**src/rtl/mgs_pkg.sv**
```systemverilog
package mgs_pkg;

  localparam int MAX_DIM   = 4;
  localparam int FRAC_BITS = 40;
  localparam int FX_W      = 64;

  localparam int SYS_DIM   = MAX_DIM + 1;
  localparam int SYS_COLS  = MAX_DIM + 2;
  localparam int DIM_W     = (MAX_DIM > 1) ? $clog2(MAX_DIM) : 1;
  localparam int NR_W      = $clog2(MAX_DIM + 1);
  localparam int SYS_W     = $clog2(SYS_COLS);
  localparam int SOL_W     = $clog2(SYS_DIM);
  localparam int W_DEPTH   = SYS_DIM * SYS_COLS;
  localparam int WADDR_W   = $clog2(W_DEPTH);
  localparam int P_DEPTH   = MAX_DIM * MAX_DIM;
  localparam int PADDR_W   = (P_DEPTH > 1) ? $clog2(P_DEPTH) : 1;
  localparam int OI_W      = $clog2(2 * MAX_DIM + 1);
  localparam int NUM_W     = FX_W + FRAC_BITS;

  typedef logic signed [FX_W-1:0] fx_t;
  typedef logic [MAX_DIM-1:0][DIM_W-1:0] idx_list_t;

  localparam fx_t FX_MAX     = {1'b0, {(FX_W-1){1'b1}}};
  localparam fx_t FX_MIN     = {1'b1, {(FX_W-1){1'b0}}};
  localparam fx_t ONE_FX     = 64'sd1 <<< FRAC_BITS;
  localparam fx_t NEG_ONE_FX = -ONE_FX;
  localparam logic [FX_W-1:0] PIVOT_MIN =
      ((64'd1 << FRAC_BITS) + 64'd50000000000) / 64'd100000000000;
  localparam fx_t SLACK =
      fx_t'(((64'd1 << (FRAC_BITS + 1)) + 64'd50000000) / 64'd100000000);
  localparam fx_t NEG_SLACK  = -SLACK;
  localparam logic [FX_W-1:0] VALUE_TOL =
      ((64'd1 << FRAC_BITS) + 64'd500000) / 64'd1000000;

  typedef enum logic [1:0] {
    KIND_VALUE = 2'd0,
    KIND_ROW   = 2'd1,
    KIND_COL   = 2'd2,
    KIND_NONE  = 2'd3
  } kind_t;

  typedef enum logic [5:0] {
    S_IDLE, S_RM, S_RM_ADV, S_CM, S_CM_ADV, S_BUILD_RD, S_BUILD_WR,
    S_PIV_INIT, S_PIV_RD, S_PIV_CMP, S_PIV_CHK,
    S_SW_RDP, S_SW_RDC, S_SW_WRC, S_SW_WRP,
    S_Z_RD, S_Z_CAP, S_N_RD, S_N_DIV, S_N_WAIT,
    S_E_ROW, S_E_F, S_E_RDC, S_E_MUL, S_E_WAIT, S_E_NEXT,
    S_COPY, S_COPY_CAP, S_CHK_VAL, S_BR_RD, S_BR_MUL, S_BR_WAIT,
    S_OUT, S_FAIL
  } state_t;

  function automatic logic [FX_W-1:0] mag(fx_t a);
    logic [FX_W-1:0] m;
    m = a;
    if (a[FX_W-1]) m = ~m + 1'b1;
    return m;
  endfunction

  function automatic fx_t sat_add(fx_t a, fx_t b);
    fx_t s;
    s = a + b;
    if (a[FX_W-1] == b[FX_W-1] && s[FX_W-1] != a[FX_W-1]) return a[FX_W-1] ? FX_MIN : FX_MAX;
    return s;
  endfunction

  function automatic fx_t sat_sub(fx_t a, fx_t b);
    fx_t d;
    d = a - b;
    if (a[FX_W-1] != b[FX_W-1] && d[FX_W-1] != a[FX_W-1]) return a[FX_W-1] ? FX_MIN : FX_MAX;
    return d;
  endfunction

  function automatic logic [SYS_W-1:0] popcount(logic [MAX_DIM-1:0] v);
    logic [SYS_W-1:0] n;
    n = '0;
    for (int i = 0; i < MAX_DIM; i++) n = n + SYS_W'(v[i]);
    return n;
  endfunction

  function automatic idx_list_t members(logic [MAX_DIM-1:0] mask);
    idx_list_t list;
    logic [DIM_W:0] cnt;
    list = '0;
    cnt = '0;
    for (int i = 0; i < MAX_DIM; i++) begin
      if (mask[i]) begin
        list[cnt[DIM_W-1:0]] = DIM_W'(i);
        cnt = cnt + 1'b1;
      end
    end
    return list;
  endfunction

  function automatic logic [WADDR_W-1:0] waddr(logic [SYS_W-1:0] r, logic [SYS_W-1:0] c);
    return WADDR_W'(int'(r) * SYS_COLS + int'(c));
  endfunction

  function automatic logic [PADDR_W-1:0] paddr(logic [DIM_W-1:0] i, logic [DIM_W-1:0] j);
    return PADDR_W'(int'(i) * MAX_DIM + int'(j));
  endfunction

  function automatic logic [NR_W-1:0] sat_dim(logic [2:0] v);
    if (v == 3'd0) return NR_W'(1);
    if (int'(v) > MAX_DIM) return NR_W'(MAX_DIM);
    return NR_W'(v);
  endfunction

endpackage

```
**src/rtl/mgs_mul.sv**
```systemverilog
module mgs_mul import mgs_pkg::*; (
  input  logic clk,
  input  logic rst,
  input  logic start,
  input  fx_t  a,
  input  fx_t  b,
  output logic done,
  output fx_t  prod
);

  logic [FX_W-1:0]   ma, mb;
  logic              neg;
  logic [2*FX_W-1:0] acc;
  logic [2:0]        step;
  logic              active;
  logic [31:0]       pa, pb;
  logic [63:0]       part;
  logic [2*FX_W-1:0] shifted, rounded;

  // Four 32x32 partial products, one per cycle, then a rounding step.
  always_comb begin
    pa = step[0] ? ma[63:32] : ma[31:0];
    pb = step[1] ? mb[63:32] : mb[31:0];
    part = pa * pb;
    case (step)
      3'd0:    shifted = {64'd0, part};
      3'd1:    shifted = {32'd0, part, 32'd0};
      3'd2:    shifted = {32'd0, part, 32'd0};
      3'd3:    shifted = {part, 64'd0};
      default: shifted = '0;
    endcase
    rounded = (acc + (128'd1 << (FRAC_BITS - 1))) >> FRAC_BITS;
  end

  always_ff @(posedge clk) begin
    if (rst) begin
      active <= 1'b0;
      done   <= 1'b0;
    end else begin
      done <= !start && active && step == 3'd4;
      if (start) begin
        ma     <= mag(a);
        mb     <= mag(b);
        neg    <= a[FX_W-1] != b[FX_W-1];
        acc    <= '0;
        step   <= '0;
        active <= 1'b1;
      end else if (active) begin
        if (step == 3'd4) begin
          active <= 1'b0;
          if (rounded[2*FX_W-1:FX_W-1] != '0) prod <= neg ? FX_MIN : FX_MAX;
          else if (neg) prod <= -fx_t'(rounded[FX_W-1:0]);
          else prod <= fx_t'(rounded[FX_W-1:0]);
        end else begin
          acc  <= acc + shifted;
          step <= step + 1'b1;
        end
      end
    end
  end

endmodule

```
**config.mk**
```make
export PLATFORM = sky130hd
export DESIGN_NAME = mgs_mul
export DESIGN_NICKNAME = d
export VERILOG_FILES = /design/src/rtl/mgs_pkg.sv /design/src/rtl/mgs_mul.sv
export SDC_FILE = /design/constraint.sdc
export NUM_CORES = 2
export LEC_CHECK = 0
export CORE_UTILIZATION = 58
export CTS_BUF_LIST = sky130_fd_sc_hd__clkbuf_8
export DETAILED_ROUTE_END_ITERATION = 7
export DONT_BUFFER_PORTS = 1
export GPL_TIMING_DRIVEN = 1
export PLACE_DENSITY = 0.78
export SYNTH_ARGS = -nofsm -noshare
export SYNTH_HDL_FRONTEND = slang
export SYNTH_SLANG_ARGS = --single-unit
```
**constraint.sdc**
```tcl
create_clock -name clk -period 14.2 [get_ports clk]
set_input_delay 2.13 -clock clk [delete_from_list [all_inputs] [get_ports clk]]
set_output_delay 2.13 -clock clk [all_outputs]
set_load 0.005 [all_outputs]
```
==> reports/qor.yml <==
synthesis:
  ys_seq_area_share_pct: 16.2
  synth-warning-count: 0
  ys.flop_type: "edfxtp_1"
  syn_area_per_cell_sq_um: 8.68
  synth_cell_type_count: 101
  synth-async-reset-ratio_pct: 0
  synthTopCellsByCount: "inv_1, nor2_1, fa_1"
  synth_xor_area_share_pct: 5.44
  synth_compound_area_share_pct: 11.5
  yosysMostFrequentCell: "inv_1"
  synthSimpleGateAreaFrac_pct: 17.5
  ys_ff_latch: 326
  synth_area_leaders: "fa_1, edfxtp_1, ha_1"
  synth_mux_area_share_pct: 2.60
  synth_cells: 6952
  synth_edf_count: 324
  netlist.top_cell.by_area: "fa_1"
  synth_top_family_by_area: "adder cells"
  netlist.area_leader.share_pct: 29.8
  syn-num-nets: 8379
  synth_area_sq_um: 60300
  synth_fa_ha_area_share_pct: 38.0
sta:
  worstMarginPinSlew_ns: 1.29
  skew_ns: 0.0823
  tns_ns: 0
  max_freq_ghz: 0.0720
  slew_headroom_pct: 11.3
  hold_viol_final: 0
  setup_viol: 0
  fin_crit_ns: 13.89
  final-max-slew-violation-count: 0
  period_share_pct: 97.8
  grt_setup_unrepaired: "no"
die:
  die_w_um: 324
  die_y_um: 324
  start_util_pct: 58.9
  core_area_sq_um: 102000
  row_count: 117
  die-area_sq_um: 105000
  io_pins: 196
clock_network:
  clkSinkCount: 326
  cts_buffers: 60
  cts_tree: "built"
  clk-insertion-delay-late_ns: 0.81
  clockRootBuffer: "clkbuf_8"
  path_clk_slew_ns: 0.09
  htree_levels: 2
  cts_buffer_depth: 3
placement:
  io_buffers: 0
  hpwlAfterDp_um: 174000
  gp_congestion: 1.03
setup_path:
  cpMostUsedCell: "fa_1"
  crit_start: "step[0]"
  r2r_end: "acc[127]"
  timing.rr.start: "step[0]"
  r2r_cells: 43
  cp_slowest_cell: "xnor2_1"
  crit_path_start_kind: "flip-flop"
  path_class: "flip-flop to flip-flop"
  rrSetupSlack_ns: 0.31
  end_kind: "flip-flop"
  crit_family: "adder cells"
  cp-endpoint: "acc[127]"
  crit_buf_inv: 7
  crit_path_max_fanout: 58
  required_ns: 14.71
  cpPeakStageDelay_ns: 0.66
  cp_num_cells: 43
  critPathArrivalTime_ns: 14.39
global_route:
  grt_max_degree: 140
  antenna_found_initial: 10
  grt_overflow: 0
  grt_pass1_wl_um: 322000
  grt_pass1_vias: 51900
  track_usage_pct: 40.8
cells_and_area:
  drive_gt1_share_pct: 6.82
  syn_to_final_growth_pct: 5.93
  fillers: 8804
  seq_area_sq_um: 9770
  nets: 8296
  multi_input_area_sq_um: 45600
route:
  first_pass_iters: 8
  drt_iter0_markers: 5949
  wire_per_inst_um: 26.1
  vias: 52300
  vias_per_cell: 6.31
  drc: 0
  ant_nets: 0
  routed_wl_um: 216000
outcome:
  status: "complete, no violations"
min_path:
  hold_path_class: "flip-flop to flip-flop"
  hold_depth: 1
flow_run:
  max_cap_violations: 0
-- area by class of cell --
class / instances / share of cell area [%]
antenna: 8 / 0.0313
clock buffer: 60 / 1.29
clock inverter: 44 / 0.762
inverter: 1012 / 5.94
multi-input combinational: 5255 / 71.4
sequential: 326 / 15.3
tap: 1368 / 2.68
timing repair buffer: 214 / 2.63
-- sequential cells by signal (all words and copies together), names as in the netlist --
| signal | cells |
|---|---|
| acc | 128 |
| neg | 1 |
| step | 3 |
| prod | 64 |
| mb | 64 |
| active | 1 |
| ma | 64 |
| done | 1 |
-- placed cells by master, fill, tap and decap left out, types with 16 or more instances in the layout --
cell | synthesis | routed
nor2b_1 | 26 | 25
o21a_1 | 27 | 27
and2_1 | 68 | 68
mux2_2 | 60 | 60
clkbuf_8 | 0 | 60
a21o_1 | 127 | 127
inv_1 | 1010 | 1018
mux2i_2 | 0 | 29
nor3_1 | 76 | 76
buf_4 | 1 | 208
nand3_1 | 98 | 98
or2_2 | 20 | 20
xor2_1 | 91 | 91
edfxtp_1 | 324 | 324
o31ai_1 | 54 | 54
a21oi_1 | 325 | 325
and3_1 | 48 | 48
o21ai_0 | 287 | 286
or4_1 | 16 | 16
a31oi_1 | 43 | 43
nand2b_1 | 30 | 30
fa_1 | 897 | 897
o211ai_1 | 23 | 23
o21bai_1 | 60 | 60
nor4_1 | 31 | 31
mux2i_1 | 77 | 36
nor2_1 | 932 | 929
o41ai_1 | 17 | 17
xnor2_1 | 284 | 284
nand4_1 | 132 | 132
or3_1 | 48 | 48
nand2_1 | 711 | 711
ha_1 | 399 | 399
and4_1 | 18 | 18
-- layer usage --
metal  track usage (%)  vias up  part of all wire, %
met4              22.9        6                  6.9
met5                 0        -                0.017
met1              52.4    25400                   37
met3              12.7      705                   13
li1                  -    22600                    -
met2              61.0     3529                   43
-- worst register-to-register path, delay by kind of cell, from the launching register on --
| family | cells | cell delay [ns] |
|---|---|---|
| AOI/OAI and AO/OA | 16 | 3.87 |
| muxes | 2 | 1.03 |
| DFF | 1 | 0.40 |
| xor gates and xnor gates | 1 | 0.66 |
| and+or+nand+nor | 7 | 1.52 |
| adders and majority gates | 10 | 4.96 |
| buffers and inverters | 7 | 1.17 |
-- how the worst min path moves through the flow --
stage               startpoint   end  slack (ns)
finish                  active  done        0.49
global route            active  done        0.53
CTS                     active  done        0.49
detailed placement      active  done        0.48
global placement        active  done        0.47
floorplan               active  done        0.47
-- kinds of logic (layout without fill, tap and decap cells) --
kind of cell	Yosys count	in the layout
AO/OA/AOI/OAI	1113	1113
XOR/XNOR	375	375
adder cells (fa/ha/maj)	1296	1296
buffers and inverters	1371	1330
flip-flops	326	326
multiplexers	148	148
other	0	8
AND/OR/NAND/NOR	2323	2323
-- timing repair --
action | in CTS | in global routing
endpoints found under the setup margin | 0 | 1
gates resized for setup | 0 | 2
hold buffers | 0 | 0
hold endpoints to repair | 0 | 0
buffers inserted | 0 | 11
-- per-stage QoR --
step	utilization, %	cells	area, sq um	setup slack (ns)	hold WS (ns)
after global placement	60.9	8164	62400	0.414	0.474
final	62.4	8287	63900	0.314	0.492
after global routing	62.3	8281	63900	0.00967	0.531
after detailed placement	60.9	8164	62400	0.483	0.478
after floorplan	-	6952	60300	2.26	0.468
after CTS	62.2	8268	63700	0.428	0.494
Power is left out: the tool's default activity adds up to more than one toggle a clock period on the data nets, which glitch-free logic cannot reach.
