File: config.mk
export PLATFORM = sky130hd
export DESIGN_NAME = mgs_div
export DESIGN_NICKNAME = d
export VERILOG_FILES = /design/src/rtl/mgs_pkg.sv /design/src/rtl/mgs_div.sv
export SDC_FILE = /design/constraint.sdc
export NUM_CORES = 1
export LEC_CHECK = 0
export BUFFER_PORTS_ARGS = -buffer_cell sky130_fd_sc_hd__buf_2
export CAP_MARGIN = 5
export CORE_ASPECT_RATIO = 0.75
export CORE_MARGIN = 4
export CORE_UTILIZATION = 62
export DETAILED_ROUTE_END_ITERATION = 6
export GPL_ROUTABILITY_DRIVEN = 0
export PLACE_DENSITY_LB_ADDON = 0.08
export SYNTH_ARGS = -nofsm -noshare
export SYNTH_HDL_FRONTEND = slang
export SYNTH_SLANG_ARGS = --single-unit
File: constraint.sdc
create_clock -name clk -period 16.9 [get_ports clk]
set_input_delay 0.845 -clock clk [delete_from_list [all_inputs] [get_ports clk]]
set_output_delay 0.845 -clock clk [all_outputs]
set_load 0.02 [all_outputs]
File: src/rtl/mgs_pkg.sv
package mgs_pkg;

  localparam int MAX_DIM   = 4;
  localparam int FRAC_BITS = 40;
  localparam int FX_W      = 64;

  localparam int SYS_DIM   = MAX_DIM + 1;
  localparam int SYS_COLS  = MAX_DIM + 2;
  localparam int DIM_W     = (MAX_DIM > 1) ? $clog2(MAX_DIM) : 1;
  localparam int NR_W      = $clog2(MAX_DIM + 1);
  localparam int SYS_W     = $clog2(SYS_COLS);
  localparam int SOL_W     = $clog2(SYS_DIM);
  localparam int W_DEPTH   = SYS_DIM * SYS_COLS;
  localparam int WADDR_W   = $clog2(W_DEPTH);
  localparam int P_DEPTH   = MAX_DIM * MAX_DIM;
  localparam int PADDR_W   = (P_DEPTH > 1) ? $clog2(P_DEPTH) : 1;
  localparam int OI_W      = $clog2(2 * MAX_DIM + 1);
  localparam int NUM_W     = FX_W + FRAC_BITS;

  typedef logic signed [FX_W-1:0] fx_t;
  typedef logic [MAX_DIM-1:0][DIM_W-1:0] idx_list_t;

  localparam fx_t FX_MAX     = {1'b0, {(FX_W-1){1'b1}}};
  localparam fx_t FX_MIN     = {1'b1, {(FX_W-1){1'b0}}};
  localparam fx_t ONE_FX     = 64'sd1 <<< FRAC_BITS;
  localparam fx_t NEG_ONE_FX = -ONE_FX;
  localparam logic [FX_W-1:0] PIVOT_MIN =
      ((64'd1 << FRAC_BITS) + 64'd50000000000) / 64'd100000000000;
  localparam fx_t SLACK =
      fx_t'(((64'd1 << (FRAC_BITS + 1)) + 64'd50000000) / 64'd100000000);
  localparam fx_t NEG_SLACK  = -SLACK;
  localparam logic [FX_W-1:0] VALUE_TOL =
      ((64'd1 << FRAC_BITS) + 64'd500000) / 64'd1000000;

  typedef enum logic [1:0] {
    KIND_VALUE = 2'd0,
    KIND_ROW   = 2'd1,
    KIND_COL   = 2'd2,
    KIND_NONE  = 2'd3
  } kind_t;

  typedef enum logic [5:0] {
    S_IDLE, S_RM, S_RM_ADV, S_CM, S_CM_ADV, S_BUILD_RD, S_BUILD_WR,
    S_PIV_INIT, S_PIV_RD, S_PIV_CMP, S_PIV_CHK,
    S_SW_RDP, S_SW_RDC, S_SW_WRC, S_SW_WRP,
    S_Z_RD, S_Z_CAP, S_N_RD, S_N_DIV, S_N_WAIT,
    S_E_ROW, S_E_F, S_E_RDC, S_E_MUL, S_E_WAIT, S_E_NEXT,
    S_COPY, S_COPY_CAP, S_CHK_VAL, S_BR_RD, S_BR_MUL, S_BR_WAIT,
    S_OUT, S_FAIL
  } state_t;

  function automatic logic [FX_W-1:0] mag(fx_t a);
    logic [FX_W-1:0] m;
    m = a;
    if (a[FX_W-1]) m = ~m + 1'b1;
    return m;
  endfunction

  function automatic fx_t sat_add(fx_t a, fx_t b);
    fx_t s;
    s = a + b;
    if (a[FX_W-1] == b[FX_W-1] && s[FX_W-1] != a[FX_W-1]) return a[FX_W-1] ? FX_MIN : FX_MAX;
    return s;
  endfunction

  function automatic fx_t sat_sub(fx_t a, fx_t b);
    fx_t d;
    d = a - b;
    if (a[FX_W-1] != b[FX_W-1] && d[FX_W-1] != a[FX_W-1]) return a[FX_W-1] ? FX_MIN : FX_MAX;
    return d;
  endfunction

  function automatic logic [SYS_W-1:0] popcount(logic [MAX_DIM-1:0] v);
    logic [SYS_W-1:0] n;
    n = '0;
    for (int i = 0; i < MAX_DIM; i++) n = n + SYS_W'(v[i]);
    return n;
  endfunction

  function automatic idx_list_t members(logic [MAX_DIM-1:0] mask);
    idx_list_t list;
    logic [DIM_W:0] cnt;
    list = '0;
    cnt = '0;
    for (int i = 0; i < MAX_DIM; i++) begin
      if (mask[i]) begin
        list[cnt[DIM_W-1:0]] = DIM_W'(i);
        cnt = cnt + 1'b1;
      end
    end
    return list;
  endfunction

  function automatic logic [WADDR_W-1:0] waddr(logic [SYS_W-1:0] r, logic [SYS_W-1:0] c);
    return WADDR_W'(int'(r) * SYS_COLS + int'(c));
  endfunction

  function automatic logic [PADDR_W-1:0] paddr(logic [DIM_W-1:0] i, logic [DIM_W-1:0] j);
    return PADDR_W'(int'(i) * MAX_DIM + int'(j));
  endfunction

  function automatic logic [NR_W-1:0] sat_dim(logic [2:0] v);
    if (v == 3'd0) return NR_W'(1);
    if (int'(v) > MAX_DIM) return NR_W'(MAX_DIM);
    return NR_W'(v);
  endfunction

endpackage

File: src/rtl/mgs_div.sv
module mgs_div import mgs_pkg::*; (
  input  logic clk,
  input  logic rst,
  input  logic start,
  input  fx_t  a,
  input  fx_t  b,
  output logic done,
  output fx_t  quot
);

  localparam int CNT_W = $clog2(NUM_W + 1);

  logic [FX_W-1:0]  mb, rem;
  logic [NUM_W-1:0] num, q;
  logic             neg, active, zero_div, a_neg, a_zero;
  logic [CNT_W-1:0] cnt;
  logic [FX_W:0]    rem_sh;
  logic [NUM_W:0]   q_rnd;

  always_comb begin
    rem_sh = {rem, num[NUM_W-1]};
    q_rnd  = {1'b0, q} + (({rem, 1'b0} >= {1'b0, mb}) ? 1'b1 : 1'b0);
  end

  // Restoring division, one quotient bit per cycle.
  always_ff @(posedge clk) begin
    if (rst) begin
      active <= 1'b0;
      done   <= 1'b0;
    end else begin
      done <= !start && active && cnt == '0;
      if (start) begin
        mb       <= mag(b);
        num      <= {mag(a), {FRAC_BITS{1'b0}}};
        rem      <= '0;
        q        <= '0;
        neg      <= a[FX_W-1] != b[FX_W-1];
        zero_div <= b == '0;
        a_neg    <= a[FX_W-1];
        a_zero   <= a == '0;
        cnt      <= CNT_W'(NUM_W);
        active   <= 1'b1;
      end else if (active) begin
        if (cnt == '0) begin
          active <= 1'b0;
          if (zero_div) quot <= a_zero ? '0 : (a_neg ? FX_MIN : FX_MAX);
          else if (q_rnd[NUM_W:FX_W-1] != '0) quot <= neg ? FX_MIN : FX_MAX;
          else if (neg) quot <= -fx_t'(q_rnd[FX_W-1:0]);
          else quot <= fx_t'(q_rnd[FX_W-1:0]);
        end else begin
          num <= num << 1;
          cnt <= cnt - 1'b1;
          if (rem_sh >= {1'b0, mb}) begin
            rem <= FX_W'(rem_sh - {1'b0, mb});
            q   <= {q[NUM_W-2:0], 1'b1};
          end else begin
            rem <= rem_sh[FX_W-1:0];
            q   <= {q[NUM_W-2:0], 1'b0};
          end
        end
      end
    end
  end

endmodule

==> results.toml <==
[status]
run_status = "finished with violations"
violations = "DRC"

[worst_hold_path]
timing.hold.worst_endpoint = "done$_SDFF_PP0_"
min-delay-start = "active$_SDFF_PP0_"
min-delay-path-class = "reg2reg"
min_delay_path_depth = 1

[finish]
drive_gt1_frac = 0.106
finish.cell_count_without_fillers = 3529
num-nets-final = 3135
fillCellCount = 3210
syn_to_final_growth_pct = 9.91

[synth]
synthArstFlopShare = 0
post_synth_instance_area_um2 = 26200
yosys_most_used_dff = "sky130_fd_sc_hd__edfxtp_1"
synth_warnings = 0
synth_enable_flop_cells = 371
syn_avg_cell_area_um2 = 9.22
syn_nets = 3042
synthesis.instances = 2839
synth-seq-area-share = 0.427
number_of_synthesized_register_bits = 373
yosysUniqueCellTypes = 83

[global_routing]
grt_max_degree = 174
antenna_violations_before_repair = 4
gr-total-overflow = 0
grt_pass1_vias = 21500
track_usage = 0.294
first_pass_grt_wire_length_um = 111000

[run]
timing.max_cap.violations = 0

[timing]
finalHoldViolCount = 0
final.setup.worst_slack_ns = 8.92
period_share = 0.472
setup-violations-final = 0
hold_ws_ns = 0.493
max_slew_margin = 0.197
worst-slew-pin-transition_ns = 1.20
grt_setup_unrepaired = "false"
setup_total_negative_slack_ns = 0
min_period_ns = 7.98
fmax_mhz = 125
final.setup_skew_ns = 0.0280
drv_slew = 0

[critical_path]
worstPathRequired_ns = 17.20
timing.critical_path.from_type = "register"
critical_path_arrival_ns = 8.28
type_of_the_worst_setup_path = "reg2reg"
worstReg2RegEnd = "quot[10]$_DFFE_PP_"
critPathCaptureType = "register"
rr_startpoint = "rem[30]$_SDFFCE_PP0P_"
ff_to_ff_setup_slack_ns = 8.92
reg2reg_depth = 21
critPathMaxFanout = 75

[route]
dr.pass1.iters = 7
post_drt_via_cell_ratio = 6.50
m1WireLength_um = 30300
drt-wirelength-per-cell_um = 19.5
detailroute.wirelength.met3_um = 6510
antenna_violating_nets_post_route = 0
highest_layer = "met5"
drt-total-wl_um = 68900
routed-via-count = 22900
met2RoutedLength_um = 30300
drc = 97
drt_iter0_drc = 2743

[placed_design]
placement.io_buffers = 195
place.detailed.hpwl_um = 48200
dpl_worst_slack_ns = 9.14
post-place-cells = 3451

[power]
power.switching_w = 0.000778
comb_power_share = 0.212
power_frac_clock = 0.352
pleak_nw = 10.5
power.internal_w = 0.00185
seq_power_share = 0.436
power_density_nw_per_um2 = 91.3
power.share.switching = 0.296
vdd_drop_max_uv = 85.1
report.power.total_w = 0.00263

[clocking]
cts_resized = 0
clockRootBuffer = "sky130_fd_sc_hd__clkbuf_16"
clk_latency_ns = 0.57
clock_buffer_depth = 3
post_cts_hold_buffer_count = 0
cts-buffers-inserted = 40
cts_tree = "done"
clock_pin_slew_on_the_worst_setup_and_hold_paths_ns = 0.06
cts.sink_count = 373
htree_levels = 2
cts_post_setup_buffers_inserted = 0

[die]
ioPinCount = 196
initial_core_util = 0.635
num_rows = 64
die_area_um2 = 45600
die_height_um = 186
core_area_um2 = 41200
die_w_um = 245
## critical path, cell delays in order (launching register included)
cell	delay, ns
sky130_fd_sc_hd__edfxtp_1	0.40
sky130_fd_sc_hd__ha_1	0.43
sky130_fd_sc_hd__nand4_1	0.18
sky130_fd_sc_hd__or2_2	0.37
sky130_fd_sc_hd__or3_1	0.41
sky130_fd_sc_hd__nor3_1	0.18
sky130_fd_sc_hd__nand3_1	0.11
sky130_fd_sc_hd__o21ai_0	0.36
sky130_fd_sc_hd__ha_1	0.40
sky130_fd_sc_hd__ha_1	0.41
sky130_fd_sc_hd__nand4_4	0.24
sky130_fd_sc_hd__or2_2	0.38
sky130_fd_sc_hd__or4_1	0.82
sky130_fd_sc_hd__nor3_2	0.51
sky130_fd_sc_hd__a21oi_1	0.12
sky130_fd_sc_hd__or3b_2	0.45
sky130_fd_sc_hd__nor4_1	0.29
sky130_fd_sc_hd__nand4_1	0.27
sky130_fd_sc_hd__nor2_4	0.15
sky130_fd_sc_hd__buf_4	0.61
sky130_fd_sc_hd__a21oi_1	0.16
sky130_fd_sc_hd__or3_1	0.39
## kinds of logic after synthesis
group	after synthesis	share of synthesized area
AO/OA/AOI/OAI	658	0.163
XOR/XNOR	264	0.0883
adder cells (fa/ha/maj)	72	0.0347
multiplexers	37	0.0145
AND/OR/NAND/NOR	1158	0.232
flip-flops	373	0.427
buffers and inverters	277	0.0409
## per-stage QoR
stage               area [um^2]   util
floorplan                 26200      -
global placement          27400  0.665
detailed placement        27400  0.665
CTS                       28800  0.698
global route              28800  0.698
finish                    28800  0.698
## cell usage after synthesis (all sizes together) (9+ instances only)
cell / instances / share of area
nor3: 66 / 0.013
o21ai: 116 / 0.022
o41ai: 24 / 0.0080
or4: 38 / 0.011
clkbuf: 136 / 0.019
nor4: 64 / 0.016
mux2i: 30 / 0.011
a311o: 16 / 0.0061
a211o: 18 / 0.0060
nand2b: 22 / 0.0053
nand4: 86 / 0.021
o211ai: 25 / 0.0072
o31ai: 46 / 0.013
or3: 43 / 0.010
a211oi: 28 / 0.0080
o21bai: 28 / 0.0080
and2: 17 / 0.0041
nand3: 132 / 0.026
nand2: 261 / 0.037
xnor2: 147 / 0.049
edfxtp: 371 / 0.43
o21a: 14 / 0.0040
inv: 113 / 0.016
and3: 46 / 0.011
and4: 21 / 0.0070
a21o: 38 / 0.011
xor2: 117 / 0.039
nor2: 216 / 0.032
or2: 14 / 0.0033
buf: 26 / 0.0049
nor2b: 99 / 0.024
o221ai: 9 / 0.0030
a21oi: 227 / 0.043
ha: 71 / 0.034
## layout make-up
class | instances | area, um^2 | area share
multi-input cells | 2189 | 14000 | 0.485
flip-flops and latches | 373 | 11200 | 0.389
repair buffers | 213 | 1130 | 0.0394
clock buffers | 53 | 1090 | 0.0379
well taps | 561 | 702 | 0.0244
inverters | 115 | 432 | 0.0150
clock inverters | 21 | 265 | 0.00922
diodes | 4 | 10.0 | 0.000348
## layer usage
| metal | GRT usage | vias up |
|---|---|---|
| li1 | - | 10800 |
| met1 | 0.432 | 10900 |
| met2 | 0.453 | 1103 |
| met3 | 0.0510 | 154 |
| met4 | 0.0805 | 2 |
| met5 | 0 | - |
## cell usage in the layout (no fill, tap or decap), drive strengths merged, types with 64 or more instances in the layout
cell,netlist,final
a21oi,227,227
buf,26,212
edfxtp,371,371
ha,71,71
inv,113,115
nand2,261,261
nand3,132,132
nand4,86,86
nor2,216,216
nor2b,99,99
nor3,66,66
nor4,64,64
o21ai,116,116
xnor2,147,147
xor2,117,117
## state kept, by name, summed over array words and instances, names as in the netlist, 7 cells and up
name / flops
mb: 64
q: 104
num: 64
rem: 64
cnt: 7
quot: 64
## how the worst max path moves through the flow
| stage | start | endpoint | slack [ns] |
|---|---|---|---|
| floorplan | start | cnt[0]$_SDFFCE_PP0P_ | 4.70 |
| global placement | rem[28]$_SDFFCE_PP0P_ | quot[10]$_DFFE_PP_ | 9.34 |
| detailed placement | rem[30]$_SDFFCE_PP0P_ | quot[4]$_DFFE_PP_ | 9.14 |
| CTS | rem[30]$_SDFFCE_PP0P_ | quot[4]$_DFFE_PP_ | 9.10 |
| global route | rem[28]$_SDFFCE_PP0P_ | quot[4]$_DFFE_PP_ | 8.38 |
| finish | rem[30]$_SDFFCE_PP0P_ | quot[10]$_DFFE_PP_ | 8.92 |
## power groups by stage
stage	clock, W	sequential (W)	combinational (W)
detailed placement	0	0.00116	0.000542
finish	0.000924	0.00115	0.000556
floorplan	0	0.00115	0.000414
global placement	0	0.00116	0.000527
global route	0.000973	0.00115	0.000615
CTS	0.000932	0.00114	0.000546
Note: power is estimated with default switching activity, not from simulation.
