### config.mk
export PLATFORM = sky130hd
export DESIGN_NAME = mgs_ram
export DESIGN_NICKNAME = d
export VERILOG_FILES = /design/src/rtl/mgs_ram.sv
export SDC_FILE = /design/constraint.sdc
export NUM_CORES = 1
export LEC_CHECK = 0
export BUFFER_PORTS_ARGS = -buffer_cell sky130_fd_sc_hd__buf_4
export CAP_MARGIN = 20
export CORE_UTILIZATION = 48
export DETAILED_ROUTE_END_ITERATION = 7
export HOLD_SLACK_MARGIN = 0.02
export PLACE_DENSITY = 0.67
export SYNTH_ARGS = -nofsm -noshare
export SYNTH_HDL_FRONTEND = slang
export SYNTH_SLANG_ARGS = --single-unit
### constraint.sdc
create_clock -name clk -period 5.25 [get_ports clk]
set_clock_uncertainty 0.05 [all_clocks]
set_input_delay 0.2625 -clock clk [delete_from_list [all_inputs] [get_ports clk]]
set_output_delay 0.2625 -clock clk [all_outputs]
set_load 0.03 [all_outputs]
### src/rtl/mgs_ram.sv
module mgs_ram #(
  parameter int WIDTH = 64,
  parameter int DEPTH = 16,
  localparam int AW = (DEPTH > 1) ? $clog2(DEPTH) : 1
) (
  input  logic             clk,
  input  logic             we,
  input  logic [AW-1:0]    waddr,
  input  logic [WIDTH-1:0] wdata,
  input  logic             re,
  input  logic [AW-1:0]    raddr,
  output logic [WIDTH-1:0] rdata
);

  logic [WIDTH-1:0] mem [DEPTH];

  always_ff @(posedge clk) begin
    if (we) mem[waddr] <= wdata;
    if (re) rdata <= mem[raddr];
  end

endmodule

==> report_table.html, run 1 <==
<table>
<tr><th>Metric</th><th>Value</th></tr>
<tr><th colspan="2">Run status</th></tr>
<tr><td>Outcome</td><td>finished, final reports clean</td></tr>
<tr><th colspan="2">Die</th></tr>
<tr><td>Core footprint</td><td>0.08250 mm2</td></tr>
<tr><td>DIE WIDTH</td><td>291.5 um</td></tr>
<tr><td>DIE AREA</td><td>0.08496 mm2</td></tr>
<tr><td>Count of pins on the block boundary</td><td>139</td></tr>
<tr><td>Initial Util</td><td>48.75%</td></tr>
<tr><td>Number of core rows</td><td>105</td></tr>
<tr><td>Y dimension of the die</td><td>291.5 um</td></tr>
<tr><th colspan="2">Final layout</th></tr>
<tr><td>Multi-input logic area</td><td>0.007259 mm2</td></tr>
<tr><td>Post-route design area</td><td>0.04693 mm2</td></tr>
<tr><td>Fraction of final layout cells sized beyond drive strength 1</td><td>31.22%</td></tr>
<tr><td>Area growth syn-to-layout</td><td>16.69%</td></tr>
<tr><td>Register area</td><td>0.03267 mm2</td></tr>
<tr><td>Number of nets at the end of the flow</td><td>2000</td></tr>
<tr><td>Fillers</td><td>5877</td></tr>
<tr><th colspan="2">Timing</th></tr>
<tr><td>Slew of the pin with the lowest slew margin</td><td>1151 ps</td></tr>
<tr><td>Remaining max-slew budget at the tightest pin</td><td>23.26%</td></tr>
<tr><td>Aggregate negative setup slack</td><td>0 ps</td></tr>
<tr><td>Worst Hold Margin</td><td>82.02 ps</td></tr>
<tr><td>Final setup vio count</td><td>0</td></tr>
<tr><td>Timing-limited maximum frequency</td><td>0.4533 GHz</td></tr>
<tr><td>Hold Violations, Final</td><td>0</td></tr>
<tr><td>RSZ-0062 raised after global routing</td><td>no</td></tr>
<tr><td>Final setup slack of the worst path</td><td>3044 ps</td></tr>
<tr><td>Max Slew Vio Count</td><td>0</td></tr>
<tr><td>Clock period minus worst slack</td><td>2206 ps</td></tr>
<tr><td>Crit share post-route</td><td>42.02%</td></tr>
<tr><th colspan="2">Yosys</th></tr>
<tr><td>Post-Synthesis Mean Instance Area</td><td>24.42 um2</td></tr>
<tr><td>Synth Area in Compound Gates</td><td>2.389%</td></tr>
<tr><td>Number of distinct standard cells referenced by the synthesized netlist</td><td>17</td></tr>
<tr><td>Fraction of the mapped netlist area in adder cells</td><td>0%</td></tr>
<tr><td>Share of Yosys cell area claimed by the top area cell type</td><td>81.23%</td></tr>
<tr><td>Area of the mapped netlist</td><td>0.04022 mm2</td></tr>
<tr><td>Number of nets produced by synthesis</td><td>1722</td></tr>
<tr><td>Area fraction in and, or, nand and nor cells after synthesis</td><td>0.9270%</td></tr>
<tr><td>Post-Syn Instances</td><td>1647</td></tr>
<tr><td>Fraction of synthesized area in multiplexers</td><td>14.33%</td></tr>
<tr><td>Largest family of logic cells by synthesized area</td><td>multiplexers</td></tr>
<tr><td>Cell taking the most area after synthesis</td><td>edfxtp_1</td></tr>
<tr><td>Flops &amp; latches, synth</td><td>1088</td></tr>
<tr><td>Cell types with the largest area share after synthesis</td><td>edfxtp_1, mux4_2, a22oi_1</td></tr>
<tr><td>Syn. warnings</td><td>0</td></tr>
<tr><td>Fraction of synthesized cell area in xor and xnor cells</td><td>0%</td></tr>
<tr><td>Portion of the post-synthesis area used by sequential elements</td><td>81.23%</td></tr>
<tr><th colspan="2">Global route</th></tr>
<tr><td>Global-route congestion overflow total</td><td>0</td></tr>
<tr><td>Wire length of the first global-routing pass</td><td>128000 um</td></tr>
<tr><td>Largest net degree at the start of global routing</td><td>98</td></tr>
<tr><td>Vias in the first global route</td><td>19.49k</td></tr>
<tr><td>Number of antenna violations at the first check in global routing</td><td>4</td></tr>
<tr><td>Total routing resource utilization after global routing</td><td>20.60%</td></tr>
<tr><th colspan="2">Critical path</th></tr>
<tr><td>Max incr delay on CP</td><td>810 ps</td></tr>
<tr><td>Slack of the worst reg-to-reg path</td><td>3470 ps</td></tr>
<tr><td>Most Frequent Cell on Critical Path</td><td>buf_4</td></tr>
<tr><td>Required time reported for the critical path endpoint</td><td>5480 ps</td></tr>
<tr><td>CP cell instances</td><td>buf_4 &gt; or3b_2 &gt; nor2_4 &gt; buf_4</td></tr>
<tr><td>RR Endpoint</td><td>rdata[40]</td></tr>
<tr><td>R2R cell count</td><td>3</td></tr>
<tr><td>Class of the most critical setup path</td><td>input port to register</td></tr>
<tr><td>Crit path max-delay cell type</td><td>nor2_4</td></tr>
<tr><td>Kind of end point of the critical path</td><td>register</td></tr>
<tr><td>Reg-to-reg startpoint</td><td>mem[3][40]</td></tr>
<tr><td>Startpoint Class</td><td>input port</td></tr>
<tr><td>Worst EP arrival</td><td>2430 ps</td></tr>
<tr><td>Peak fanout along the critical path</td><td>25</td></tr>
<tr><th colspan="2">Clock network</th></tr>
<tr><td>Cell at the root of the clock tree</td><td>clkbuf_16</td></tr>
<tr><td>Worst-Skew Late Latency</td><td>680 ps</td></tr>
<tr><td>Post CTS Setup Buffer Count</td><td>0</td></tr>
<tr><td>Hold-fix buffers at CTS</td><td>64</td></tr>
<tr><td>CTS H-Tree Depth</td><td>3</td></tr>
<tr><td>Inserted Clock Buffers</td><td>107</td></tr>
<tr><td>CTS Buffer Depth</td><td>3</td></tr>
<tr><td>Clk slew on worst S/H paths</td><td>60 ps</td></tr>
<tr><td># clock sinks</td><td>1088</td></tr>
<tr><td>CTS tree</td><td>done</td></tr>
<tr><td>CTS resizes</td><td>0</td></tr>
<tr><th colspan="2">Routing</th></tr>
<tr><td>Number of iterations in the first detailed-routing pass</td><td>5</td></tr>
<tr><td>Vias per cell</td><td>5.937</td></tr>
<tr><td>Detailed Route WL</td><td>85920 um</td></tr>
<tr><td>Count of routing violations after the opening detailed-route iteration</td><td>1914</td></tr>
<tr><td>Post-route DRC violation count</td><td>0</td></tr>
<tr><td>Via Count</td><td>18.33k</td></tr>
<tr><td>Post-DRT Antenna Nets</td><td>0</td></tr>
<tr><td>WL per Instance</td><td>27.83 um</td></tr>
<tr><th colspan="2">Worst hold path</th></tr>
<tr><td>Terminating pin of the worst hold path</td><td>rdata[54]</td></tr>
<tr><td>Number of cells traversed by the worst hold path</td><td>1</td></tr>
<tr><td>Path class of the lowest-slack min-delay path</td><td>input port to register</td></tr>
<tr><td>Startpoint of the most critical hold path</td><td>re</td></tr>
<tr><th colspan="2">Placed design</th></tr>
<tr><td>RePlAce Congestion</td><td>0.7091</td></tr>
<tr><td>Post-DP HPWL</td><td>44690 um</td></tr>
<tr><td>Placement-stage cell area</td><td>0.04280 mm2</td></tr>
<tr><td>Port Buf Inserts</td><td>138</td></tr>
<tr><td>Place WS</td><td>2344 ps</td></tr>
<tr><th colspan="2">Power and ir drop</th></tr>
<tr><td>Power density over cell area</td><td>389.4 mW/mm2</td></tr>
<tr><td>Static leakage power</td><td>15.05 nW</td></tr>
<tr><td>Final total power</td><td>18.28 mW</td></tr>
<tr><td>Largest voltage drop on the vdd net</td><td>0.3017 mV</td></tr>
<tr><th colspan="2">Flow run</th></tr>
<tr><td>Max capacitance violation total</td><td>0</td></tr>
</table>
## metal layers
| metal | global-route usage, % | vias to the layer above | wire (um) |
|---|---|---|---|
| met3 | 4.703 | 89 | 7460 |
| met2 | 33.01 | 761 | 41990 |
| li1 | - | 7691 | - |
| met4 | 4.608 | 4 | 1143 |
| met1 | 29.12 | 9784 | 35290 |
| met5 | 0 | - | 31 |
## where the power goes
| group | total [mW] | internal (mW) | switching [mW] |
|---|---|---|---|
| Combinational | 0.991 | 0.404 | 0.588 |
| Sequential | 9.85 | 9.79 | 0.0600 |
| Clock | 7.44 | 4.26 | 3.17 |
## metrics by stage
stage	cells	util (%)
floorplan	1647	-
global placement	2818	51.78
detailed placement	2821	51.87
CTS	3084	56.85
global route	3087	56.89
finish	3087	56.89
## cell usage in the layout (no fill, tap or decap), types with 2 or more instances in the layout
master,n
bufinv_16,9
nand2_1,65
a22oi_1,128
edfxtp_1,1088
nor2_4,13
clkinv_4,2
nand2b_1,2
nor2b_4,2
nor3_4,4
clkinv_1,17
buf_4,179
clkinv_8,2
clkbuf_16,109
nand3b_1,2
clkinvlp_4,4
dlygate4sd3_1,64
clkinv_16,2
clkbuf_1,19
buf_8,2
buf_16,3
buf_12,5
inv_6,2
mux4_2,256
clkinv_2,32
diode_2,2
## area by class of cell
type                       instances  area share [%]
clock inverter                    71           1.413
multi-input combinational        475           15.47
tap                             1070           2.852
antenna                            2         0.01066
sequential                      1088           69.61
clock buffer                     128           5.964
timing repair buffer             253           4.681
## synth_stat cells
cell type / instances
nor2_1: 13
nand3b_1: 2
buf_2: 13
buf_6: 13
a22oi_1: 128
clkbuf_1: 36
nor2b_1: 2
nand3_1: 1
and2_1: 1
buf_1: 16
or3b_2: 1
mux4_2: 256
nand2b_1: 2
nor3_1: 4
edfxtp_1: 1088
nand2_1: 65
buf_4: 6
## registers in the layout (all words and copies together), names as in the netlist
register  flops
rdata        64
mem        1024
## worst max-delay path by stage
stage	start	endpoint	slack [ps]	cells after the start
floorplan	waddr[2]	mem[1][0]	1240	2
global placement	raddr[0]	rdata[40]	2320	5
detailed placement	waddr[2]	mem[3][8]	2340	4
CTS	waddr[2]	mem[3][9]	3040	4
global route	raddr[0]	rdata[34]	2880	5
finish	waddr[2]	mem[3][9]	3040	4
## logic make-up after synthesis
group	after synthesis
simple gates	91
compound gates	128
flops	1088
mux	256
buf+inv	84
## worst max-delay path, delay by kind of cell
family / cells / cell delay (ps)
buffers and inverters: 2 / 740
AND/OR/NAND/NOR: 2 / 1410
(Power assumes the default switching activity.)
==> inputs of run 2 (changes only) <==
- clock period: 5.25 -> 1.8 ns (I/O delays scaled with it)
==> run 2 against run 1 <==
  * Clock-buffer cell count is 10 higher
  * Register-to-register slack got worse by 3200 ps
  * Combinational power grew to 3.2 times the previous value
  * Sequential power increased to 2.9 times the previous value
  * Worst hold slack better by 29 ps
  * Clock power increased to 2.8 times the previous value
  * Utilization rose by 1.7 points
  * Wire length increased by 5.8%
  * Sequential share of layout area decreased by 2.1 points
  * First-iteration DRC count is 11% higher
  * Critical path depth increased by 1
  * Non-clock buffer count increased by 85
  * Critical endpoint is now mem[6][41]
  * Largest power group unchanged
==> report_table.html, run 2 (synthesis results as in run 1) <==
<table>
<tr><th>Metric</th><th>Value</th></tr>
<tr><th colspan="2">Critical path</th></tr>
<tr><td>Kind of end point of the critical path</td><td>register</td></tr>
<tr><td>Worst Path Buf+Inv</td><td>3 (+1)</td></tr>
<tr><td>Peak fanout along the critical path</td><td>39 (+56%)</td></tr>
<tr><td>Startpoint Class</td><td>input port</td></tr>
<tr><td>Worst EP arrival</td><td>1830 ps (-600 ps)</td></tr>
<tr><td>Class of the most critical setup path</td><td>input port to register</td></tr>
<tr><td>Max incr delay on CP</td><td>590 ps (-220 ps)</td></tr>
<tr><td>CP cell instances</td><td>dlygate4sd3_1 &gt; buf_4 &gt; nand2b_1 &gt; nor2_4 &gt; buf_12</td></tr>
<tr><td>Crit path max-delay cell type</td><td>dlygate4sd3_1</td></tr>
<tr><td>Top delay family on crit path</td><td>buffers and inverters</td></tr>
<tr><td>Required time reported for the critical path endpoint</td><td>2060 ps (-3420 ps)</td></tr>
<tr><th colspan="2">Placed design</th></tr>
<tr><td>RePlAce Congestion</td><td>0.7409 (+4.5%)</td></tr>
<tr><td>Place WS</td><td>-51.60 ps (-2395 ps)</td></tr>
<tr><td>Placement-stage cell area</td><td>0.04439 mm2 (+3.7%)</td></tr>
<tr><td>Number of cells in the design after placement</td><td>2904 (+2.9%)</td></tr>
<tr><td>Port Buf Inserts</td><td>138 (unchanged)</td></tr>
<tr><td>Post-DP HPWL</td><td>50550 um (+13%)</td></tr>
<tr><th colspan="2">Die</th></tr>
<tr><td>Initial Util</td><td>48.75% (unchanged)</td></tr>
<tr><td>Count of pins on the block boundary</td><td>139 (unchanged)</td></tr>
<tr><td>DIE AREA</td><td>0.08496 mm2 (unchanged)</td></tr>
<tr><td>Number of core rows</td><td>105 (unchanged)</td></tr>
<tr><td>Y dimension of the die</td><td>291.5 um (unchanged)</td></tr>
<tr><td>Core footprint</td><td>0.08250 mm2 (unchanged)</td></tr>
<tr><td>DIE WIDTH</td><td>291.5 um (unchanged)</td></tr>
<tr><th colspan="2">Global route</th></tr>
<tr><td>Number of antenna violations at the first check in global routing</td><td>6 (+2)</td></tr>
<tr><td>Total routing resource utilization after global routing</td><td>21.77% (+1.2 points)</td></tr>
<tr><td>Wire length of the first global-routing pass</td><td>133700 um (+4.5%)</td></tr>
<tr><td>Global-route congestion overflow total</td><td>0 (unchanged)</td></tr>
<tr><td>Largest net degree at the start of global routing</td><td>44 (-55%)</td></tr>
<tr><td>Vias in the first global route</td><td>19.86k (+1.9%)</td></tr>
<tr><th colspan="2">Timing</th></tr>
<tr><td>Hold Violations, Final</td><td>0 (unchanged)</td></tr>
<tr><td>RSZ-0062 raised after global routing</td><td>no</td></tr>
<tr><td>Worst Hold Margin</td><td>111.4 ps (+29.38 ps)</td></tr>
<tr><td>Clock period minus worst slack</td><td>1578 ps</td></tr>
<tr><td>Aggregate negative setup slack</td><td>0 ps (unchanged)</td></tr>
<tr><td>Slew of the pin with the lowest slew margin</td><td>631.5 ps (-519.7 ps)</td></tr>
<tr><td>Final setup vio count</td><td>0 (unchanged)</td></tr>
<tr><td>Timing-limited maximum frequency</td><td>0.6338 GHz</td></tr>
<tr><td>Max Slew Vio Count</td><td>0 (unchanged)</td></tr>
<tr><td>Crit share post-route</td><td>87.66%</td></tr>
<tr><td>Remaining max-slew budget at the tightest pin</td><td>57.90% (+35 points)</td></tr>
<tr><td>Final setup slack of the worst path</td><td>222.2 ps (-2822 ps)</td></tr>
<tr><th colspan="2">Final layout</th></tr>
<tr><td>Area growth syn-to-layout</td><td>20.27%</td></tr>
<tr><td>Count of non-filler cells in the finished layout</td><td>3166 (+2.6%)</td></tr>
<tr><td>Leading cell type in the layout, fill and taps excluded</td><td>edfxtp_1</td></tr>
<tr><td>Top library cells by usage in the layout, fill and taps aside</td><td>edfxtp_1, mux4_2, buf_4</td></tr>
<tr><td>Largest register by flop count</td><td>mem</td></tr>
<tr><td>Fraction of final layout cells sized beyond drive strength 1</td><td>32.62% (+1.4 points)</td></tr>
<tr><td>Max FFs per register</td><td>1024 (unchanged)</td></tr>
<tr><td>Post-route design area</td><td>0.04838 mm2 (+3.1%)</td></tr>
<tr><td>Final Util</td><td>58.63% (+1.7 points)</td></tr>
<tr><td>Top Registers</td><td>mem: 1024 flops, rdata: 64 flops</td></tr>
<tr><td>Number of nets at the end of the flow</td><td>2085 (+4.3%)</td></tr>
<tr><th colspan="2">Routing</th></tr>
<tr><td>Vias per cell</td><td>6.006 (+1.2%)</td></tr>
<tr><td>Top metal layer carrying routed signals</td><td>met5</td></tr>
<tr><td>Post-route DRC violation count</td><td>0 (unchanged)</td></tr>
<tr><td>Metal-1 WL</td><td>37100 um (+5.1%)</td></tr>
<tr><td>Detailed Route WL</td><td>90900 um (+5.8%)</td></tr>
<tr><td>Sum of met3 wire segment lengths after detailed routing</td><td>6381 um (-14%)</td></tr>
<tr><td>Number of iterations in the first detailed-routing pass</td><td>5 (unchanged)</td></tr>
<tr><td>Met2 wire len</td><td>45560 um (+8.5%)</td></tr>
<tr><td>Count of routing violations after the opening detailed-route iteration</td><td>2115 (+11%)</td></tr>
<tr><td>Post-DRT Antenna Nets</td><td>0 (unchanged)</td></tr>
<tr><td>Via Count</td><td>19.02k (+3.7%)</td></tr>
<tr><td>WL per Instance</td><td>28.71 um (+3.2%)</td></tr>
<tr><th colspan="2">Clock network</th></tr>
<tr><td>Cell at the root of the clock tree</td><td>clkbuf_16</td></tr>
<tr><td>Worst-Skew Late Latency</td><td>670 ps (about the same)</td></tr>
<tr><td>Clk slew on worst S/H paths</td><td>60 ps (about the same)</td></tr>
<tr><td>CTS resizes</td><td>0 (unchanged)</td></tr>
<tr><td>CTS tree</td><td>done</td></tr>
<tr><td>Post CTS Setup Buffer Count</td><td>0 (unchanged)</td></tr>
<tr><td>Inserted Clock Buffers</td><td>107 (unchanged)</td></tr>
<tr><td># clock sinks</td><td>1088 (unchanged)</td></tr>
<tr><td>CTS Buffer Depth</td><td>3 (unchanged)</td></tr>
<tr><td>CTS H-Tree Depth</td><td>3 (unchanged)</td></tr>
<tr><td>Hold-fix buffers at CTS</td><td>67 (+4.7%)</td></tr>
<tr><th colspan="2">Power and ir drop</th></tr>
<tr><td>Power density over cell area</td><td>1098 mW/mm2 (+180%)</td></tr>
<tr><td>Final total power</td><td>53.10 mW (+190%)</td></tr>
<tr><td>Static leakage power</td><td>15.64 nW (+3.9%)</td></tr>
<tr><td>Largest voltage drop on the vdd net</td><td>0.8894 mV (+190%)</td></tr>
<tr><th colspan="2">Run status</th></tr>
<tr><td>Outcome</td><td>finished, final reports clean</td></tr>
<tr><th colspan="2">Worst hold path</th></tr>
<tr><td>Path class of the lowest-slack min-delay path</td><td>input port to register</td></tr>
<tr><th colspan="2">Flow run</th></tr>
<tr><td>Max capacitance violation total</td><td>0 (unchanged)</td></tr>
</table>
run 2: changes by cell type in the layout (fill, tap and decap cells not counted), moves of 3 or more:
| cell | before | now |
|---|---|---|
| clkinv_2 | 32 | 11 |
| clkbuf_1 | 19 | 28 |
| clkinv_1 | 17 | 31 |
| buf_4 | 179 | 185 |
| clkinvlp_4 | 4 | 0 |
| dlygate4sd3_1 | 64 | 67 |
| buf_16 | 3 | 0 |
| buf_12 | 5 | 84 |
run 2: final cells by class:
cell class | count | area, um2
repair buffers | 338 | 3771
flip-flops and latches | 1088 | 32670
well taps | 1070 | 1339
diodes | 2 | 5.005
fillers | 5699 | 34130
clock buffers | 138 | 2858
clock inverters | 55 | 456.7
multi-input cells | 475 | 7274
run 2: worst min-delay path, delay by kind of cell:
| kind | cells | cell delay [ps] |
|---|---|---|
| and+or+nand+nor | 2 | 220 |
| buffers and inverters | 2 | 320 |
run 2: worst paths after layout:
| path | startpoint | end | slack, ps | cells past startpoint |
|---|---|---|---|---|
| worst max-delay path | waddr[0] | mem[6][41] | 220 | 5 |
| worst max register to register | mem[11][37] | rdata[37] | 250 | 3 |
| worst min register to register | mem[15][23] | rdata[23] | 680 | 3 |
| worst min-delay path | waddr[2] | mem[15][63] | 110 | 4 |
run 2: per-layer routing:
layer / vias to the layer above / GRT usage (%)
met2: 790 / 36.23
met3: 138 / 3.612
met5: - / 0
li1: 7848 / -
met4: 10 / 5.456
met1: 10230 / 30.23
run 2: where the power goes:
group	switching (mW)	internal [mW]	total, mW
clock	9.08	12.1	21.2
sequential	0.187	28.5	28.7
combinational	1.76	1.39	3.15
==> inputs of run 3 (changes only) <==
- REMOVE_ABC_BUFFERS: not set -> 1
==> run 3 against run 2 <==
  * Clock-buffer cell count shrank 14
  * Setup slack worse by 150 ps
  * Maximum frequency shrank 8.6%
  * Utilization increased by 0.13 points
  * Worst hold slack worse by 57 ps
  * Largest cell class unchanged
  * Total power grew 0.93%
  * Sequential share of layout area shrank 0.15 points
  * Flip-flop and latch count did not move
  * Sequential power barely moved
==> report_table.html, run 3 (synthesis results as in run 1) <==
<table>
<tr><th>Metric</th><th>Value</th></tr>
<tr><th colspan="2">Global route</th></tr>
<tr><td>Vias in the first global route</td><td>20.01k (+0.74%)</td></tr>
<tr><td>Wire length of the first global-routing pass</td><td>133200 um (-0.38%)</td></tr>
<tr><td>Number of antenna violations at the first check in global routing</td><td>3 (-3)</td></tr>
<tr><td>Global-route congestion overflow total</td><td>0 (unchanged)</td></tr>
<tr><td>Largest net degree at the start of global routing</td><td>46 (+4.5%)</td></tr>
<tr><td>Total routing resource utilization after global routing</td><td>21.62% (-0.14 points)</td></tr>
<tr><th colspan="2">Run status</th></tr>
<tr><td>Outcome</td><td>finished, final reports clean</td></tr>
<tr><th colspan="2">Clock network</th></tr>
<tr><td>CTS H-Tree Depth</td><td>3 (unchanged)</td></tr>
<tr><td>Cell at the root of the clock tree</td><td>clkbuf_16</td></tr>
<tr><td>Inserted Clock Buffers</td><td>104 (-2.8%)</td></tr>
<tr><td>CTS resizes</td><td>0 (unchanged)</td></tr>
<tr><td>CTS tree</td><td>done</td></tr>
<tr><td>Clk slew on worst S/H paths</td><td>60 ps (about the same)</td></tr>
<tr><td># clock sinks</td><td>1088 (unchanged)</td></tr>
<tr><td>CTS Buffer Depth</td><td>3 (unchanged)</td></tr>
<tr><td>Worst-Skew Late Latency</td><td>680 ps (about the same)</td></tr>
<tr><th colspan="2">Timing</th></tr>
<tr><td>Hold Violations, Final</td><td>0 (unchanged)</td></tr>
<tr><td>Slew of the pin with the lowest slew margin</td><td>472.8 ps (-158.6 ps)</td></tr>
<tr><td>Clock period minus worst slack</td><td>1726 ps (+148.0 ps)</td></tr>
<tr><td>Remaining max-slew budget at the tightest pin</td><td>68.48% (+11 points)</td></tr>
<tr><td>Final setup vio count</td><td>0 (unchanged)</td></tr>
<tr><td>RSZ-0062 raised after global routing</td><td>no</td></tr>
<tr><td>Crit share post-route</td><td>95.88% (+8.2 points)</td></tr>
<tr><td>Max Slew Vio Count</td><td>0 (unchanged)</td></tr>
<tr><td>Timing-limited maximum frequency</td><td>0.5794 GHz (-8.6%)</td></tr>
<tr><td>Worst Hold Margin</td><td>54.02 ps (-57.37 ps)</td></tr>
<tr><th colspan="2">Critical path</th></tr>
<tr><td>Worst EP arrival</td><td>2020 ps (+190 ps)</td></tr>
<tr><td>CP cell instances</td><td>dlygate4sd3_1 &gt; buf_4 &gt; nor3_2 &gt; dlygate4sd3_1 &gt; buf_12 &gt; buf_12</td></tr>
<tr><td>RR Endpoint</td><td>rdata[60]</td></tr>
<tr><td>Crit path max-delay cell type</td><td>dlygate4sd3_1</td></tr>
<tr><td>Kind of end point of the critical path</td><td>register</td></tr>
<tr><td>Startpoint Class</td><td>input port</td></tr>
<tr><td>Max incr delay on CP</td><td>620 ps (+30 ps)</td></tr>
<tr><td>Critical path origin</td><td>waddr[1]</td></tr>
<tr><td>R2R cell count</td><td>3 (unchanged)</td></tr>
<tr><td>Slack of the worst reg-to-reg path</td><td>240 ps (about the same)</td></tr>
<tr><td>Required time reported for the critical path endpoint</td><td>2090 ps (+30 ps)</td></tr>
<tr><td>Reg-to-reg startpoint</td><td>mem[11][60]</td></tr>
<tr><td>Peak fanout along the critical path</td><td>22 (-44%)</td></tr>
<tr><td>Class of the most critical setup path</td><td>input port to register</td></tr>
<tr><th colspan="2">Placed design</th></tr>
<tr><td>RePlAce Congestion</td><td>0.7271 (-1.9%)</td></tr>
<tr><td>Post-DP HPWL</td><td>50230 um (-0.62%)</td></tr>
<tr><td>Port Buf Inserts</td><td>138 (unchanged)</td></tr>
<tr><td>Placement-stage cell area</td><td>0.04439 mm2 (unchanged)</td></tr>
<tr><th colspan="2">Flow run</th></tr>
<tr><td>Max capacitance violation total</td><td>0 (unchanged)</td></tr>
<tr><th colspan="2">Routing</th></tr>
<tr><td>Number of iterations in the first detailed-routing pass</td><td>5 (unchanged)</td></tr>
<tr><td>Count of routing violations after the opening detailed-route iteration</td><td>1630 (-23%)</td></tr>
<tr><td>Post-DRT Antenna Nets</td><td>0 (unchanged)</td></tr>
<tr><td>Post-route DRC violation count</td><td>0 (unchanged)</td></tr>
<tr><td>Detailed Route WL</td><td>89600 um (-1.4%)</td></tr>
<tr><td>WL per Instance</td><td>28.20 um (-1.8%)</td></tr>
<tr><td>Vias per cell</td><td>5.935 (-1.2%)</td></tr>
<tr><td>Via Count</td><td>18.86k (-0.84%)</td></tr>
<tr><th colspan="2">Die</th></tr>
<tr><td>Count of pins on the block boundary</td><td>139 (unchanged)</td></tr>
<tr><td>DIE AREA</td><td>0.08496 mm2 (unchanged)</td></tr>
<tr><td>DIE WIDTH</td><td>291.5 um (unchanged)</td></tr>
<tr><td>Number of core rows</td><td>105 (unchanged)</td></tr>
<tr><td>Core footprint</td><td>0.08250 mm2 (unchanged)</td></tr>
<tr><td>Initial Util</td><td>48.75% (unchanged)</td></tr>
<tr><td>Y dimension of the die</td><td>291.5 um (unchanged)</td></tr>
<tr><th colspan="2">Final layout</th></tr>
<tr><td>Area growth syn-to-layout</td><td>20.53%</td></tr>
<tr><td>Post-route design area</td><td>0.04848 mm2 (+0.22%)</td></tr>
<tr><td>Number of nets at the end of the flow</td><td>2095 (+0.48%)</td></tr>
<tr><td>Max FFs per register</td><td>1024 (unchanged)</td></tr>
<tr><td>Top library cells by usage in the layout, fill and taps aside</td><td>edfxtp_1, mux4_2, buf_4</td></tr>
<tr><td>Top Registers</td><td>mem: 1024 flops, rdata: 64 flops</td></tr>
<tr><td>Leading cell type in the layout, fill and taps excluded</td><td>edfxtp_1</td></tr>
<tr><td>Fraction of final layout cells sized beyond drive strength 1</td><td>33.40% (+0.78 points)</td></tr>
<tr><td>Largest register by flop count</td><td>mem</td></tr>
<tr><th colspan="2">Worst hold path</th></tr>
<tr><td>Startpoint of the most critical hold path</td><td>raddr[0]</td></tr>
<tr><td>Number of cells traversed by the worst hold path</td><td>4 (unchanged)</td></tr>
<tr><td>Terminating pin of the worst hold path</td><td>rdata[21]</td></tr>
<tr><td>Path class of the lowest-slack min-delay path</td><td>input port to register</td></tr>
<tr><th colspan="2">Power and ir drop</th></tr>
<tr><td>Power density over cell area</td><td>1105 mW/mm2 (+0.71%)</td></tr>
<tr><td>Static leakage power</td><td>15.72 nW (+0.53%)</td></tr>
<tr><td>Largest voltage drop on the vdd net</td><td>0.9662 mV (+8.6%)</td></tr>
</table>
==> run 3: stage by stage <==
step	std cells	TNS [ps]	total power [mW]	setup slack, ps	util (%)
after floorplan	1563	-2338420	30.56	-3769	-
after global placement	2916	-227.6	32.24	-53.75	53.80
after detailed placement	2916	-1312	32.34	-52.93	53.80
after CTS	3175	0	54.04	138.2	58.75
after global routing	3175	0	55.19	42.33	58.75
final	3177	0	53.59	74.16	58.76
==> run 3: repair_timing <==
action	in CTS	in global routing
hold buffers	68	0
setup buffers	0	0
hold endpoints to repair	1093	0
==> run 3: routing by layer <==
layer  track usage [%]  vias up  wire, um
met1             30.18    10100     36340
met3             4.131      133      6577
met2             35.30      744     44890
met4             5.687        4      1767
met5                 0        -        27
li1                  -     7879         -
==> run 3: power breakdown <==
group	internal [mW]	switching, mW
Combinational	1.42	1.74
Sequential	28.5	0.191
Clock	12.5	9.25
Total	42.4	11.2
==> run 3: cell type report <==
cell class	instances	area (um2)
tap	1070	1339
sequential	1088	32670
antenna	2	5.005
timing repair buffer	351	3821
clock buffer	124	2699
clock inverter	67	710.7
fill	5764	34020
multi-input combinational	475	7234
==> run 3: worst max-delay path, delay by kind of cell <==
| family | cells | cell delay, ps |
|---|---|---|
| buffers and inverters | 5 | 1720 |
| and+or+nand+nor | 1 | 170 |
==> run 3: worst max path at each step <==
stage	slack, ps	to
3_3_place_gp	-50	rdata[4]
5_1_grt	40	mem[12][7]
2_1_floorplan	-3770	mem[0][0]
6_report	70	mem[12][7]
3_5_place_dp	-50	rdata[3]
4_1_cts	140	mem[12][7]
